File: config.mk
export PLATFORM = sky130hd
export DESIGN_NAME = banker_safe_allocation_flat
export DESIGN_NICKNAME = d
export VERILOG_FILES = /design/src/hw/rtl/bsa_pkg.sv /design/src/hw/rtl/bsa_if.sv /design/src/hw/rtl/bsa_row_mem.sv /design/src/hw/rtl/bsa_safety_walk.sv /design/src/hw/rtl/bsa_ctrl.sv /design/src/hw/rtl/banker_safe_allocation.sv /design/src/flat_wrapper.sv
export SDC_FILE = /design/constraint.sdc
export NUM_CORES = 1
export LEC_CHECK = 0
export BUFFER_PORTS_ARGS = -buffer_cell sky130_fd_sc_hd__buf_2
export CAP_MARGIN = 40
export CORE_MARGIN = 4
export CORE_UTILIZATION = 50
export DETAILED_ROUTE_END_ITERATION = 8
export PLACE_DENSITY = 0.64
export SLEW_MARGIN = 10
export SYNTH_ARGS = -nofsm -noshare
export SYNTH_HDL_FRONTEND = slang
export SYNTH_SLANG_ARGS = --single-unit
File: constraint.sdc
create_clock -name clk -period 11.5 [get_ports clk]
set_clock_uncertainty 0.1 [all_clocks]
set_input_delay 0.575 -clock clk [delete_from_list [all_inputs] [get_ports clk]]
set_output_delay 0.575 -clock clk [all_outputs]
set_load 0.1 [all_outputs]
File: src/hw/rtl/bsa_pkg.sv
// Shared types and constants for the banker's safe-allocation block.
// No dependencies; every other file in hw/rtl but bsa_row_mem refers to this package.
package bsa_pkg;

    // Default sizes
    localparam int DEF_NUM_PROCESSES = 8;
    localparam int DEF_NUM_RESOURCES = 4;

    // Field widths
    localparam int OP_W     = 2;
    localparam int PID_W    = 3;
    localparam int RID_W    = 2;
    localparam int UNIT_W   = 8;
    localparam int ALLOC_W  = 9;
    localparam int STATUS_W = 3;
    localparam int COUNT_W  = 4;
    localparam int POS_W    = 3;

    // Allocation saturates at this value
    localparam logic [ALLOC_W-1:0] ALLOC_MAX = {ALLOC_W{1'b1}};

    // Operation codes; the fourth code is ignored
    typedef enum logic [OP_W-1:0] {
        OP_LOAD_CELL = 2'd0,
        OP_SET_AVAIL = 2'd1,
        OP_REQUEST   = 2'd2
    } op_t;

    // Result status codes
    typedef enum logic [STATUS_W-1:0] {
        ST_GRANT  = 3'd0,
        ST_EXCEED = 3'd1,
        ST_WAIT   = 3'd2,
        ST_UNSAFE = 3'd3,
        ST_LOAD   = 3'd4
    } status_t;

    // Outcome of a safety walk, valid while finish is high
    typedef struct packed {
        logic               finish;
        logic               safe;
        logic [COUNT_W-1:0] count;
    } walk_result_t;

endpackage

File: src/hw/rtl/bsa_if.sv
// Valid/ready channel interfaces for the command and result streams.
// Depends on bsa_pkg for the field widths.
interface bsa_cmd_if;
    logic                       valid;
    logic                       ready;
    logic [bsa_pkg::OP_W-1:0]   op;
    logic [bsa_pkg::PID_W-1:0]  proc_id;
    logic [bsa_pkg::RID_W-1:0]  res_id;
    logic [bsa_pkg::UNIT_W-1:0] first_value;
    logic [bsa_pkg::UNIT_W-1:0] second_value;
    logic [bsa_pkg::UNIT_W-1:0] req_0;
    logic [bsa_pkg::UNIT_W-1:0] req_1;
    logic [bsa_pkg::UNIT_W-1:0] req_2;
    logic [bsa_pkg::UNIT_W-1:0] req_3;

    modport source (
        output valid, op, proc_id, res_id, first_value, second_value,
               req_0, req_1, req_2, req_3,
        input  ready
    );
    modport sink (
        input  valid, op, proc_id, res_id, first_value, second_value,
               req_0, req_1, req_2, req_3,
        output ready
    );
endinterface

interface bsa_rsp_if;
    logic                         valid;
    logic                         ready;
    logic [bsa_pkg::STATUS_W-1:0] status;
    logic [bsa_pkg::COUNT_W-1:0]  finished_count;
    logic [bsa_pkg::POS_W-1:0]    seq_position;
    logic [bsa_pkg::PID_W-1:0]    seq_process;
    logic                         last;

    modport source (
        output valid, status, finished_count, seq_position, seq_process, last,
        input  ready
    );
    modport sink (
        input  valid, status, finished_count, seq_position, seq_process, last,
        output ready
    );
endinterface

File: src/hw/rtl/bsa_row_mem.sv
// Per-process row memory: allocation and need of all resources in one word.
// Synchronous registered read; rows never written read as zero.
// Depends on no package.
module bsa_row_mem #(
    parameter int NUM_PROCESSES = 8,
    parameter int ROW_W         = 68
) (
    input  logic                             clk,
    input  logic                             rst_n,
    input  logic                             wr_en,
    input  logic [$clog2(NUM_PROCESSES)-1:0] wr_addr,
    input  logic [ROW_W-1:0]                 wr_data,
    input  logic                             rd_en,
    input  logic [$clog2(NUM_PROCESSES)-1:0] rd_addr,
    output logic [ROW_W-1:0]                 rd_data
);

    logic [ROW_W-1:0]         row_array [NUM_PROCESSES];
    logic [ROW_W-1:0]         rd_data_reg;
    logic [NUM_PROCESSES-1:0] row_valid_reg;
    logic                     rd_valid_reg;

    // Storage and registered read port
    always_ff @(posedge clk)
    begin
        if (wr_en)
        begin
            row_array[wr_addr] <= wr_data;
        end
        if (rd_en)
        begin
            rd_data_reg <= row_array[rd_addr];
        end
    end

    // Row valid bits stand in for the zero reset of the matrices
    always_ff @(posedge clk or negedge rst_n)
    begin
        if (!rst_n)
        begin
            row_valid_reg <= '0;
            rd_valid_reg  <= 1'b0;
        end
        else
        begin
            if (wr_en)
            begin
                row_valid_reg[wr_addr] <= 1'b1;
            end
            if (rd_en)
            begin
                rd_valid_reg <= row_valid_reg[rd_addr];
            end
        end
    end

    assign rd_data = rd_valid_reg ? rd_data_reg : '0;

endmodule

File: src/hw/rtl/bsa_safety_walk.sv
// Safety walk engine: streams rows out of the row memory, one check a cycle,
// keeps the work vector, finished flags and the safe sequence.
// Depends on bsa_pkg.
module bsa_safety_walk #(
    parameter int NUM_PROCESSES = 8,
    parameter int NUM_RESOURCES = 4
) (
    input  logic                                               clk,
    input  logic                                               rst_n,
    input  logic                                               start,
    input  logic [NUM_RESOURCES-1:0][bsa_pkg::UNIT_W-1:0]      init_avail,
    output logic                                               rd_en,
    output logic [$clog2(NUM_PROCESSES)-1:0]                   rd_addr,
    input  logic [NUM_RESOURCES*(bsa_pkg::UNIT_W+bsa_pkg::ALLOC_W)-1:0] rd_data,
    input  logic [$clog2(NUM_PROCESSES)-1:0]                   emit_idx,
    output logic [$clog2(NUM_PROCESSES)-1:0]                   emit_proc,
    output bsa_pkg::walk_result_t                              result
);

    localparam int IDX_W  = $clog2(NUM_PROCESSES);
    localparam int PTR_W  = $clog2(NUM_PROCESSES + 1);
    localparam int CNT_W  = $clog2(NUM_PROCESSES + 1);
    localparam int WORK_W = $clog2((1 << bsa_pkg::UNIT_W)
                                   + NUM_PROCESSES * (1 << bsa_pkg::ALLOC_W));

    logic [NUM_RESOURCES-1:0][bsa_pkg::UNIT_W-1:0]  rd_need;
    logic [NUM_RESOURCES-1:0][bsa_pkg::ALLOC_W-1:0] rd_alloc;

    logic [NUM_RESOURCES-1:0][WORK_W-1:0] work_reg, work_next;
    logic [NUM_PROCESSES-1:0]             done_reg, done_next;
    logic [NUM_PROCESSES-1:0][IDX_W-1:0]  order_reg, order_next;
    logic [CNT_W-1:0]                     count_reg, count_next;
    logic [PTR_W-1:0]                     issue_ptr_reg, issue_ptr_next;
    logic                                 chk_valid_reg, chk_valid_next;
    logic [IDX_W-1:0]                     chk_idx_reg, chk_idx_next;
    logic                                 active_reg, active_next;

    logic             need_fits;
    logic             fits;
    logic             all_done;
    logic             exhausted;
    logic [CNT_W-1:0] count_inc;

    assign {rd_need, rd_alloc} = rd_data;

    // Row check against the work vector
    always_comb
    begin
        need_fits = 1'b1;
        for (int r = 0; r < NUM_RESOURCES; r++)
        begin
            if (WORK_W'(rd_need[r]) > work_reg[r])
            begin
                need_fits = 1'b0;
            end
        end
    end

    assign count_inc = count_reg + 1'b1;
    assign fits      = active_reg && chk_valid_reg && !done_reg[chk_idx_reg] && need_fits;
    assign all_done  = fits && (count_inc == CNT_W'(NUM_PROCESSES));
    assign exhausted = active_reg && chk_valid_reg && !fits
                       && (chk_idx_reg == IDX_W'(NUM_PROCESSES - 1));

    // A finish restarts the scan at row 0 in the same cycle
    assign rd_addr = fits ? '0 : issue_ptr_reg[IDX_W-1:0];
    assign rd_en   = active_reg && !all_done && !exhausted
                     && (fits || (issue_ptr_reg < PTR_W'(NUM_PROCESSES)));

    assign result.finish = all_done || exhausted;
    assign result.safe   = all_done;
    assign result.count  = bsa_pkg::COUNT_W'(fits ? count_inc : count_reg);
    assign emit_proc     = order_reg[emit_idx];

    // Next-state logic of the walk
    always_comb
    begin
        work_next      = work_reg;
        done_next      = done_reg;
        order_next     = order_reg;
        count_next     = count_reg;
        issue_ptr_next = issue_ptr_reg;
        chk_valid_next = chk_valid_reg;
        chk_idx_next   = chk_idx_reg;
        active_next    = active_reg;

        if (start)
        begin
            active_next    = 1'b1;
            done_next      = '0;
            count_next     = '0;
            issue_ptr_next = '0;
            chk_valid_next = 1'b0;
            for (int r = 0; r < NUM_RESOURCES; r++)
            begin
                work_next[r] = WORK_W'(init_avail[r]);
            end
        end
        else if (active_reg)
        begin
            if (all_done || exhausted)
            begin
                active_next    = 1'b0;
                chk_valid_next = 1'b0;
            end
            else
            begin
                chk_valid_next = rd_en;
                chk_idx_next   = rd_addr;
                if (rd_en)
                begin
                    issue_ptr_next = PTR_W'(rd_addr) + 1'b1;
                end
            end
            if (fits)
            begin
                for (int r = 0; r < NUM_RESOURCES; r++)
                begin
                    work_next[r] = work_reg[r] + WORK_W'(rd_alloc[r]);
                end
                done_next[chk_idx_reg]           = 1'b1;
                order_next[count_reg[IDX_W-1:0]] = chk_idx_reg;
                count_next                       = count_inc;
            end
        end
    end

    // Control state
    always_ff @(posedge clk or negedge rst_n)
    begin
        if (!rst_n)
        begin
            active_reg    <= 1'b0;
            chk_valid_reg <= 1'b0;
            issue_ptr_reg <= '0;
            count_reg     <= '0;
            done_reg      <= '0;
        end
        else
        begin
            active_reg    <= active_next;
            chk_valid_reg <= chk_valid_next;
            issue_ptr_reg <= issue_ptr_next;
            count_reg     <= count_next;
            done_reg      <= done_next;
        end
    end

    // Datapath registers
    always_ff @(posedge clk)
    begin
        work_reg    <= work_next;
        order_reg   <= order_next;
        chk_idx_reg <= chk_idx_next;
    end

endmodule

File: src/hw/rtl/bsa_ctrl.sv
// Command sequencer: decodes commands, does read-modify-write on the row
// memory, checks requests, starts the walk, rolls back and drives results.
// Depends on bsa_pkg and the channel interfaces in bsa_if.sv.
module bsa_ctrl #(
    parameter int NUM_PROCESSES = 8,
    parameter int NUM_RESOURCES = 4
) (
    input  logic                                               clk,
    input  logic                                               rst_n,
    bsa_cmd_if.sink                                            cmd,
    bsa_rsp_if.source                                          rsp,
    // row memory port
    output logic                                               mem_wr_en,
    output logic [$clog2(NUM_PROCESSES)-1:0]                   mem_wr_addr,
    output logic [NUM_RESOURCES*(bsa_pkg::UNIT_W+bsa_pkg::ALLOC_W)-1:0] mem_wr_data,
    output logic                                               mem_rd_en,
    output logic [$clog2(NUM_PROCESSES)-1:0]                   mem_rd_addr,
    input  logic [NUM_RESOURCES*(bsa_pkg::UNIT_W+bsa_pkg::ALLOC_W)-1:0] mem_rd_data,
    // safety walk
    output logic                                               walk_start,
    output logic [NUM_RESOURCES-1:0][bsa_pkg::UNIT_W-1:0]      walk_avail,
    input  logic                                               walk_rd_en,
    input  logic [$clog2(NUM_PROCESSES)-1:0]                   walk_rd_addr,
    output logic [$clog2(NUM_PROCESSES)-1:0]                   emit_idx,
    input  logic [$clog2(NUM_PROCESSES)-1:0]                   emit_proc,
    input  bsa_pkg::walk_result_t                              walk_res
);

    localparam int IDX_W  = $clog2(NUM_PROCESSES);
    localparam int RIDX_W = (NUM_RESOURCES > 1) ? $clog2(NUM_RESOURCES) : 1;
    localparam int ROW_W  = NUM_RESOURCES * (bsa_pkg::UNIT_W + bsa_pkg::ALLOC_W);

    typedef enum logic [2:0] {
        S_IDLE,
        S_LOAD_RMW,
        S_REQ_CHECK,
        S_WALK,
        S_RESP,
        S_EMIT
    } state_t;

    typedef logic [NUM_RESOURCES-1:0][bsa_pkg::UNIT_W-1:0]  units_t;
    typedef logic [NUM_RESOURCES-1:0][bsa_pkg::ALLOC_W-1:0] allocs_t;

    state_t state_reg, state_next;

    logic [IDX_W-1:0]           pid_reg, pid_next;
    logic [RIDX_W-1:0]          rid_reg, rid_next;
    logic [bsa_pkg::UNIT_W-1:0] v1_reg, v1_next;
    logic [bsa_pkg::UNIT_W-1:0] v2_reg, v2_next;
    units_t                     req_reg, req_next;
    units_t                     avail_reg, avail_next;
    units_t                     save_avail_reg, save_avail_next;
    logic [ROW_W-1:0]           save_row_reg, save_row_next;
    bsa_pkg::status_t           resp_status_reg, resp_status_next;
    logic [bsa_pkg::COUNT_W-1:0] resp_count_reg, resp_count_next;
    logic [IDX_W-1:0]           emit_idx_reg, emit_idx_next;

    logic                        out_valid_reg, out_valid_next;
    bsa_pkg::status_t            out_status_reg, out_status_next;
    logic [bsa_pkg::COUNT_W-1:0] out_count_reg, out_count_next;
    logic [bsa_pkg::POS_W-1:0]   out_pos_reg, out_pos_next;
    logic [bsa_pkg::PID_W-1:0]   out_proc_reg, out_proc_next;
    logic                        out_last_reg, out_last_next;

    units_t           cmd_req;
    units_t           rd_need;
    allocs_t          rd_alloc;
    units_t           tent_need;
    allocs_t          tent_alloc;
    units_t           tent_avail;
    units_t           load_need;
    allocs_t          load_alloc;
    logic             chk_fail;
    bsa_pkg::status_t chk_status;
    logic             accept;
    logic             slot_free;
    logic             pid_ok;
    logic             rid_ok;
    logic             ctrl_rd_en;

    // Request fields beyond the resource count are dropped here
    always_comb
    begin
        logic [3:0][bsa_pkg::UNIT_W-1:0] all_req;
        all_req = {cmd.req_3, cmd.req_2, cmd.req_1, cmd.req_0};
        for (int r = 0; r < NUM_RESOURCES; r++)
        begin
            cmd_req[r] = all_req[r];
        end
    end

    assign {rd_need, rd_alloc} = mem_rd_data;

    assign cmd.ready = (state_reg == S_IDLE);
    assign accept    = cmd.valid && cmd.ready;
    assign slot_free = !out_valid_reg || rsp.ready;
    assign pid_ok    = {1'b0, cmd.proc_id} < (bsa_pkg::PID_W + 1)'(NUM_PROCESSES);
    assign rid_ok    = {1'b0, cmd.res_id} < (bsa_pkg::RID_W + 1)'(NUM_RESOURCES);

    // Request check in ascending resource order, plus the tentative row
    always_comb
    begin
        logic [bsa_pkg::ALLOC_W:0] sum;
        chk_fail   = 1'b0;
        chk_status = bsa_pkg::ST_GRANT;
        sum        = '0;
        for (int r = 0; r < NUM_RESOURCES; r++)
        begin
            if (!chk_fail)
            begin
                if (req_reg[r] > rd_need[r])
                begin
                    chk_fail   = 1'b1;
                    chk_status = bsa_pkg::ST_EXCEED;
                end
                else if (req_reg[r] > avail_reg[r])
                begin
                    chk_fail   = 1'b1;
                    chk_status = bsa_pkg::ST_WAIT;
                end
            end
            sum           = {1'b0, rd_alloc[r]} + (bsa_pkg::ALLOC_W + 1)'(req_reg[r]);
            tent_alloc[r] = sum[bsa_pkg::ALLOC_W] ? bsa_pkg::ALLOC_MAX
                                                  : sum[bsa_pkg::ALLOC_W-1:0];
            tent_need[r]  = rd_need[r] - req_reg[r];
            tent_avail[r] = avail_reg[r] - req_reg[r];
        end
    end

    // Single-cell update of a row for a load command
    always_comb
    begin
        load_need           = rd_need;
        load_alloc          = rd_alloc;
        load_need[rid_reg]  = v2_reg;
        load_alloc[rid_reg] = bsa_pkg::ALLOC_W'(v1_reg);
    end

    // Memory read port shared between the sequencer and the walk
    assign mem_rd_en   = ctrl_rd_en || ((state_reg == S_WALK) && walk_rd_en);
    assign mem_rd_addr = (state_reg == S_WALK) ? walk_rd_addr : cmd.proc_id[IDX_W-1:0];
    assign walk_avail  = tent_avail;
    assign emit_idx    = emit_idx_reg;

    // Sequencer next-state logic
    always_comb
    begin
        state_next       = state_reg;
        pid_next         = pid_reg;
        rid_next         = rid_reg;
        v1_next          = v1_reg;
        v2_next          = v2_reg;
        req_next         = req_reg;
        avail_next       = avail_reg;
        save_avail_next  = save_avail_reg;
        save_row_next    = save_row_reg;
        resp_status_next = resp_status_reg;
        resp_count_next  = resp_count_reg;
        emit_idx_next    = emit_idx_reg;
        out_valid_next   = out_valid_reg && !rsp.ready;
        out_status_next  = out_status_reg;
        out_count_next   = out_count_reg;
        out_pos_next     = out_pos_reg;
        out_proc_next    = out_proc_reg;
        out_last_next    = out_last_reg;
        ctrl_rd_en       = 1'b0;
        mem_wr_en        = 1'b0;
        mem_wr_addr      = pid_reg;
        mem_wr_data      = {load_need, load_alloc};
        walk_start       = 1'b0;

        unique case (state_reg)
            S_IDLE:
            begin
                if (accept)
                begin
                    pid_next         = cmd.proc_id[IDX_W-1:0];
                    rid_next         = cmd.res_id[RIDX_W-1:0];
                    v1_next          = cmd.first_value;
                    v2_next          = cmd.second_value;
                    req_next         = cmd_req;
                    resp_count_next  = '0;
                    resp_status_next = bsa_pkg::ST_LOAD;
                    unique case (cmd.op)
                        bsa_pkg::OP_LOAD_CELL:
                        begin
                            if (pid_ok && rid_ok)
                            begin
                                ctrl_rd_en = 1'b1;
                                state_next = S_LOAD_RMW;
                            end
                            else
                            begin
                                state_next = S_RESP;
                            end
                        end
                        bsa_pkg::OP_SET_AVAIL:
                        begin
                            if (rid_ok)
                            begin
                                avail_next[cmd.res_id[RIDX_W-1:0]] = cmd.first_value;
                            end
                            state_next = S_RESP;
                        end
                        bsa_pkg::OP_REQUEST:
                        begin
                            if (pid_ok)
                            begin
                                ctrl_rd_en = 1'b1;
                                state_next = S_REQ_CHECK;
                            end
                            else
                            begin
                                resp_status_next = bsa_pkg::ST_EXCEED;
                                state_next       = S_RESP;
                            end
                        end
                        default:
                        begin
                            state_next = S_IDLE;
                        end
                    endcase
                end
            end

            S_LOAD_RMW:
            begin
                mem_wr_en  = 1'b1;
                state_next = S_RESP;
            end

            S_REQ_CHECK:
            begin
                if (chk_fail)
                begin
                    resp_status_next = chk_status;
                    state_next       = S_RESP;
                end
                else
                begin
                    // apply tentatively, keep the old values for rollback
                    mem_wr_en       = 1'b1;
                    mem_wr_data     = {tent_need, tent_alloc};
                    save_row_next   = mem_rd_data;
                    save_avail_next = avail_reg;
                    avail_next      = tent_avail;
                    walk_start      = 1'b1;
                    state_next      = S_WALK;
                end
            end

            S_WALK:
            begin
                if (walk_res.finish)
                begin
                    if (walk_res.safe)
                    begin
                        emit_idx_next = '0;
                        state_next    = S_EMIT;
                    end
                    else
                    begin
                        mem_wr_en        = 1'b1;
                        mem_wr_data      = save_row_reg;
                        avail_next       = save_avail_reg;
                        resp_status_next = bsa_pkg::ST_UNSAFE;
                        resp_count_next  = walk_res.count;
                        state_next       = S_RESP;
                    end
                end
            end

            S_RESP:
            begin
                if (slot_free)
                begin
                    out_valid_next  = 1'b1;
                    out_status_next = resp_status_reg;
                    out_count_next  = resp_count_reg;
                    out_pos_next    = '0;
                    out_proc_next   = '0;
                    out_last_next   = 1'b1;
                    state_next      = S_IDLE;
                end
            end

            S_EMIT:
            begin
                if (slot_free)
                begin
                    out_valid_next  = 1'b1;
                    out_status_next = bsa_pkg::ST_GRANT;
                    out_count_next  = bsa_pkg::COUNT_W'(NUM_PROCESSES);
                    out_pos_next    = bsa_pkg::POS_W'(emit_idx_reg);
                    out_proc_next   = bsa_pkg::PID_W'(emit_proc);
                    out_last_next   = (emit_idx_reg == IDX_W'(NUM_PROCESSES - 1));
                    emit_idx_next   = emit_idx_reg + 1'b1;
                    if (emit_idx_reg == IDX_W'(NUM_PROCESSES - 1))
                    begin
                        state_next = S_IDLE;
                    end
                end
            end

            default:
            begin
                state_next = S_IDLE;
            end
        endcase
    end

    // State and registered outputs
    always_ff @(posedge clk or negedge rst_n)
    begin
        if (!rst_n)
        begin
            state_reg      <= S_IDLE;
            avail_reg      <= '0;
            out_valid_reg  <= 1'b0;
            out_status_reg <= bsa_pkg::ST_GRANT;
            out_count_reg  <= '0;
            out_pos_reg    <= '0;
            out_proc_reg   <= '0;
            out_last_reg   <= 1'b0;
        end
        else
        begin
            state_reg      <= state_next;
            avail_reg      <= avail_next;
            out_valid_reg  <= out_valid_next;
            out_status_reg <= out_status_next;
            out_count_reg  <= out_count_next;
            out_pos_reg    <= out_pos_next;
            out_proc_reg   <= out_proc_next;
            out_last_reg   <= out_last_next;
        end
    end

    // Payload registers
    always_ff @(posedge clk)
    begin
        pid_reg         <= pid_next;
        rid_reg         <= rid_next;
        v1_reg          <= v1_next;
        v2_reg          <= v2_next;
        req_reg         <= req_next;
        save_avail_reg  <= save_avail_next;
        save_row_reg    <= save_row_next;
        resp_status_reg <= resp_status_next;
        resp_count_reg  <= resp_count_next;
        emit_idx_reg    <= emit_idx_next;
    end

    assign rsp.valid          = out_valid_reg;
    assign rsp.status         = out_status_reg;
    assign rsp.finished_count = out_count_reg;
    assign rsp.seq_position   = out_pos_reg;
    assign rsp.seq_process    = out_proc_reg;
    assign rsp.last           = out_last_reg;

endmodule

File: src/hw/rtl/banker_safe_allocation.sv
// Channel    Role    Payload
// cmd        sink    op, proc_id, res_id, first_value, second_value, req_0..req_3
// rsp        source  status, finished_count, seq_position, seq_process, last
//
// cmd.ready is high only while idle. A cell load steps through accept, row
// read-modify-write and result, an available load through accept and result;
// the result is valid the cycle after. A request first reads and checks its
// row; a walk then reads its first row and does one row check per cycle, at
// most NUM_PROCESSES*(NUM_PROCESSES+3)/2-1 checks (43 for 8 processes), then
// gives NUM_PROCESSES results when granted, one otherwise. Reset clears the
// available vector and the row valid bits at once; there is no clearing pass.
// A stalled result holds in the output register; one new request is taken
// while it waits.
// Depends on bsa_pkg, bsa_if, bsa_row_mem, bsa_safety_walk and bsa_ctrl.
module banker_safe_allocation #(
    parameter int NUM_PROCESSES = bsa_pkg::DEF_NUM_PROCESSES,
    parameter int NUM_RESOURCES = bsa_pkg::DEF_NUM_RESOURCES
) (
    input  logic      clk,
    input  logic      rst_n,
    bsa_cmd_if.sink   cmd,
    bsa_rsp_if.source rsp
);

    localparam int IDX_W = $clog2(NUM_PROCESSES);
    localparam int ROW_W = NUM_RESOURCES * (bsa_pkg::UNIT_W + bsa_pkg::ALLOC_W);

    logic                                          mem_wr_en;
    logic [IDX_W-1:0]                              mem_wr_addr;
    logic [ROW_W-1:0]                              mem_wr_data;
    logic                                          mem_rd_en;
    logic [IDX_W-1:0]                              mem_rd_addr;
    logic [ROW_W-1:0]                              mem_rd_data;
    logic                                          walk_start;
    logic [NUM_RESOURCES-1:0][bsa_pkg::UNIT_W-1:0] walk_avail;
    logic                                          walk_rd_en;
    logic [IDX_W-1:0]                              walk_rd_addr;
    logic [IDX_W-1:0]                              emit_idx;
    logic [IDX_W-1:0]                              emit_proc;
    bsa_pkg::walk_result_t                         walk_res;

    // Allocation and need rows
    bsa_row_mem #(
        .NUM_PROCESSES (NUM_PROCESSES),
        .ROW_W         (ROW_W)
    ) u_row_mem (
        .clk     (clk),
        .rst_n   (rst_n),
        .wr_en   (mem_wr_en),
        .wr_addr (mem_wr_addr),
        .wr_data (mem_wr_data),
        .rd_en   (mem_rd_en),
        .rd_addr (mem_rd_addr),
        .rd_data (mem_rd_data)
    );

    // Safety walk engine
    bsa_safety_walk #(
        .NUM_PROCESSES (NUM_PROCESSES),
        .NUM_RESOURCES (NUM_RESOURCES)
    ) u_walk (
        .clk        (clk),
        .rst_n      (rst_n),
        .start      (walk_start),
        .init_avail (walk_avail),
        .rd_en      (walk_rd_en),
        .rd_addr    (walk_rd_addr),
        .rd_data    (mem_rd_data),
        .emit_idx   (emit_idx),
        .emit_proc  (emit_proc),
        .result     (walk_res)
    );

    // Command sequencer and result register
    bsa_ctrl #(
        .NUM_PROCESSES (NUM_PROCESSES),
        .NUM_RESOURCES (NUM_RESOURCES)
    ) u_ctrl (
        .clk          (clk),
        .rst_n        (rst_n),
        .cmd          (cmd),
        .rsp          (rsp),
        .mem_wr_en    (mem_wr_en),
        .mem_wr_addr  (mem_wr_addr),
        .mem_wr_data  (mem_wr_data),
        .mem_rd_en    (mem_rd_en),
        .mem_rd_addr  (mem_rd_addr),
        .mem_rd_data  (mem_rd_data),
        .walk_start   (walk_start),
        .walk_avail   (walk_avail),
        .walk_rd_en   (walk_rd_en),
        .walk_rd_addr (walk_rd_addr),
        .emit_idx     (emit_idx),
        .emit_proc    (emit_proc),
        .walk_res     (walk_res)
    );

endmodule
File: src/flat_wrapper.sv
// flat-port wrapper written by rule: the top's interface ports become plain ports
module banker_safe_allocation_flat 
#(
    parameter int NUM_PROCESSES = bsa_pkg::DEF_NUM_PROCESSES,
    parameter int NUM_RESOURCES = bsa_pkg::DEF_NUM_RESOURCES
)
  (clk, rst_n, cmd_valid, cmd_op, cmd_proc_id, cmd_res_id, cmd_first_value, cmd_second_value, cmd_req_0, cmd_req_1, cmd_req_2, cmd_req_3, cmd_ready, rsp_valid, rsp_status, rsp_finished_count, rsp_seq_position, rsp_seq_process, rsp_last, rsp_ready);
  bsa_cmd_if cmd_i ();
  bsa_rsp_if rsp_i ();
  input  logic clk;
  input  logic rst_n;
  input wire logic [$bits(cmd_i.valid)-1:0] cmd_valid;
  input wire logic [$bits(cmd_i.op)-1:0] cmd_op;
  input wire logic [$bits(cmd_i.proc_id)-1:0] cmd_proc_id;
  input wire logic [$bits(cmd_i.res_id)-1:0] cmd_res_id;
  input wire logic [$bits(cmd_i.first_value)-1:0] cmd_first_value;
  input wire logic [$bits(cmd_i.second_value)-1:0] cmd_second_value;
  input wire logic [$bits(cmd_i.req_0)-1:0] cmd_req_0;
  input wire logic [$bits(cmd_i.req_1)-1:0] cmd_req_1;
  input wire logic [$bits(cmd_i.req_2)-1:0] cmd_req_2;
  input wire logic [$bits(cmd_i.req_3)-1:0] cmd_req_3;
  output wire logic [$bits(cmd_i.ready)-1:0] cmd_ready;
  output wire logic [$bits(rsp_i.valid)-1:0] rsp_valid;
  output wire logic [$bits(rsp_i.status)-1:0] rsp_status;
  output wire logic [$bits(rsp_i.finished_count)-1:0] rsp_finished_count;
  output wire logic [$bits(rsp_i.seq_position)-1:0] rsp_seq_position;
  output wire logic [$bits(rsp_i.seq_process)-1:0] rsp_seq_process;
  output wire logic [$bits(rsp_i.last)-1:0] rsp_last;
  input wire logic [$bits(rsp_i.ready)-1:0] rsp_ready;
  assign cmd_i.valid = cmd_valid;
  assign cmd_i.op = cmd_op;
  assign cmd_i.proc_id = cmd_proc_id;
  assign cmd_i.res_id = cmd_res_id;
  assign cmd_i.first_value = cmd_first_value;
  assign cmd_i.second_value = cmd_second_value;
  assign cmd_i.req_0 = cmd_req_0;
  assign cmd_i.req_1 = cmd_req_1;
  assign cmd_i.req_2 = cmd_req_2;
  assign cmd_i.req_3 = cmd_req_3;
  assign cmd_ready = cmd_i.ready;
  assign rsp_valid = rsp_i.valid;
  assign rsp_status = rsp_i.status;
  assign rsp_finished_count = rsp_i.finished_count;
  assign rsp_seq_position = rsp_i.seq_position;
  assign rsp_seq_process = rsp_i.seq_process;
  assign rsp_last = rsp_i.last;
  assign rsp_i.ready = rsp_ready;
  banker_safe_allocation #(.NUM_PROCESSES(NUM_PROCESSES), .NUM_RESOURCES(NUM_RESOURCES)) u_core (.clk(clk), .rst_n(rst_n), .cmd(cmd_i), .rsp(rsp_i));
endmodule
==> key figures <==
Clock network
  • TritonCTS clock tree: yes
  • CTS sink count: between 900 and 1,000
  • Setup bufs post-CTS: 0
  • Worst-skew pair later-pin latency: 0.66 ns
  • Post-cts sizing count: 0
  • CTS H-tree lvls: 3
  • CTS Buf Count: 96
  • Root Buffer: clkbuf_16
  • Clock Pin Slew Worst Setup and Hold Paths: about 0.060 ns
  • Max Buffers Root-to-Sink: 3

Synthesis
  • Synth warn: 0
  • Ys flop type: edfxtp_1
  • Gate Count Post-Synth: 3,151
  • Sequential share of the synthesized area: a little over 60%
  • Mapped Avg Cell Area: between 10 and 15 um^2
  • Async S/R FF share, synth: 8.27%
  • Yosys reg bits: 931
  • Post-Syn Area: 0.0440 mm^2
  • Post-synth EDFFs: ~830
  • Synth Net Count: around 3,400
  • Synth unique cells: a little under 80

Die
  • # IOs: 75
  • Rows: 108
  • Die Y: roughly 300 um
  • Core Box Area: between 0.08 and 0.09 mm^2
  • Effective utilization at floorplan: between 50% and 60%
  • Die area: approximately 0.093 mm^2
  • Die X: around 300 um

Finish
  • Ant diodes: 0
  • Multi-input combinational cell area: approximately 0.016 mm^2
  • FF/Latch Area: between 0.02 and 0.03 mm^2
  • P&R area growth vs syn: 12.0%
  • Commonest non-fill, non-tap cell in the layout: edfxtp_1
  • Share of cells above drive strength 1: between 10% and 20%
  • Max reg flops: between 500 and 600
  • Most frequent cells in the layout: 834 x edfxtp_1, 467 x mux2i_1, 202 x nand2_1
  • Fillers: a little under 7,000
  • Layout Nets: ~3,500

Global route
  • Total GRT Usage: 24.1%
  • Overflow after GRT: 0
  • Number of global-route vias before repair: 27,233
  • Initial antenna violation count: 2
  • Largest net degree at the start of global routing: 144
  • First-pass GRT wire length: between 150,000 and 200,000 um

Placement
  • I/O Buffers: 74
  • Pre-CTS setup slack: roughly 4.9 ns
  • Final HPWL DP: 73,300 um
  • GP Congestion: slightly above 0.9

Timing
  • Hold Vio Cnt, Final: 0
  • Rel. slew slack: 17.5%
  • Pins over their slew limit: 0
  • Maximum clock frequency: between 0.1 and 0.15 GHz
  • TNS Setup: 0 ns
  • Min Tclk post-route: between 6 and 7 ns
  • Final Cycle Share: around 58%
  • Worst-Margin Slew: 1.24 ns
  • Final setup viols: 0
  • RSZ-0062 raised after global routing: false
  • Hold_ws: around 0.026 ns
  • Setup ws final: 4.83 ns

Drt
  • First-pass iteration count of the detailed router: 6
  • Routed via count: roughly 27,000
  • DRT Wirelength: ~110,000 um
  • Vias per cell: 6.00
  • Drt wl/cell: approximately 25 um
  • Drt drc: 0
  • Initial drt markers: 2,410
  • Number of routed nets with antenna violations: 0

Critical path
  • Req. time, crit path: roughly 12 ns
  • Crit-path max cell delay: around 0.8 ns
  • CP startpoint: u_core.u_row_mem.rd_valid_reg$_DFFE_PN0P_
  • Critical Path Slowest Stage Cell: a211oi_1
  • Worst-path cell chain: buf_4 -> buf_4 -> nand2_1 -> ha_1 -> inv_1 -> ha_1 -> nor2b_1 -> o221ai_1 -> a21oi_1 -> o221ai_1 -> a211oi_1 -> nand3_1 -> o31ai_1 -> and2_1 -> and3_4 -> buf_4
  • Worst path bufs/invs: 4
  • Data arrival at the endpoint of the critical path: 6.84 ns
  • Kind of critical path: flip-flop to flip-flop
  • Startpoint Class: flip-flop
  • CP top delay family: compound AO/OA/AOI/OAI gates
  • Critical path peak fanout: 42
  • Worst Setup End Kind: flip-flop
  • R2R Path Start: u_core.u_row_mem.rd_valid_reg$_DFFE_PN0P_
  • Cell repeated most along the worst path: buf_4

Run status
  • Status: completed

Hold path
  • Hold path start: cmd_req_2[6]
  • Hold Path Class: input pin to flip-flop

Job
  • Max Cap Violations: 0

Pwr
  • LEAKAGE: around 0.019 uW
  • Cell Pwr Density: around 210 mW/mm^2
  • VDD IR max: approximately 0.00015 V
## power breakdown
part | switching (uW) | internal, uW | leakage (uW) | total, uW
Sequential | 250 | 4210 | 0.00891 | 4460
Clock | 1310 | 1790 | 0.00153 | 3100
Combinational | 1770 | 963 | 0.00867 | 2730
Total | 3330 | 6970 | 0.0191 | 10300
## synth_stat cells, types with 8 or more instances
library cell,n,area (um^2)
nor2_1,135,507
buf_4,15,113
a221o_1,14,140
xnor2_1,74,648
a21boi_0,13,97.6
nor2b_1,21,131
a31o_2,14,123
a22oi_1,9,67.6
a21o_1,49,368
inv_1,128,480
o31ai_1,13,97.6
o211ai_1,32,240
o221ai_1,25,219
xor2_1,47,412
edfxtp_1,834,25000
dfxtp_1,20,400
fa_1,14,280
nand3_1,30,150
o21ai_0,127,636
buf_2,33,165
o21a_1,13,97.6
a2bb2oi_1,20,175
o22ai_1,24,150
ha_1,159,1990
and2_1,60,375
dfrtp_1,77,1930
a211oi_1,8,60.1
nor3_1,27,135
o21bai_1,23,173
mux2i_1,468,4680
buf_6,16,180
nand2_1,202,758
a22o_1,12,105
mux2_2,81,912
nand2b_1,19,119
a21oi_1,113,566
and3_1,12,75.1
clkbuf_1,59,221
## through the flow
| stage | std cells | power (uW) | util [%] | area (um^2) |
|---|---|---|---|---|
| 2_1_floorplan | 3151 | 6340 | - | 44000 |
| 3_3_place_gp | 4297 | 7110 | 52.4 | 45600 |
| 3_5_place_dp | 4309 | 7210 | 52.6 | 45800 |
| 4_1_cts | 4517 | 10300 | 56.6 | 49300 |
| 5_1_grt | 4518 | 10700 | 56.6 | 49300 |
| 6_report | 4518 | 10300 | 56.6 | 49300 |
## metal layers
layer / track usage, % / vias to the layer above / part of all wire, %
met3: 3.24 / 214 / 5.9
met4: 8.36 / 0 / 3.8
met1: 33.0 / 13725 / 43
li1: - / 12211 / -
met2: 40.1 / 938 / 48
met5: 0 / - / 0
## path summary, 6_finish.rpt
kind | endpoint | slack [ns] | cells after the start
max | u_core.u_row_mem.row_array[4][38]$_DFFE_PP_ | 4.83 | 16
min | u_core.u_ctrl.req_reg[22]$_DFFE_PP_ | 0.03 | 1
max reg2reg | u_core.u_row_mem.row_array[4][38]$_DFFE_PP_ | 4.83 | 16
min reg2reg | u_core.u_row_mem.row_valid_reg[2]$_DFFE_PN0P_ | 0.36 | 1
max in group asynchronous | u_core.u_ctrl.avail_reg[11]$_DFFE_PN0P_ | 9.87 | 3
min in group asynchronous | u_core.u_ctrl.rsp.seq_position[2]$_DFFE_PN0P_ | 0.28 | 2
## timing repair
action / in CTS / in global routing
endpoints found under the setup margin: 0 / 0
hold buffers: 33 / 0
hold endpoints to repair: 58 / 0
## cells by family after synthesis
logic type | Yosys count | share of synthesized area [%]
flops | 931 | 62.2
xor+xnor | 121 | 2.41
mux | 559 | 13.1
fa+ha+maj | 176 | 5.23
compound gates | 557 | 8.55
buf+inv | 259 | 2.70
simple gates | 548 | 5.79
## cell type report
class,count,share of cell area [%]
multi-input cells,1961,31.5
well taps,1155,2.93
clock buffers,111,5.07
inverters,129,0.995
flip-flops and latches,931,55.5
clock inverters,64,1.27
repair buffers,167,2.66
(Power assumes the default switching activity.)
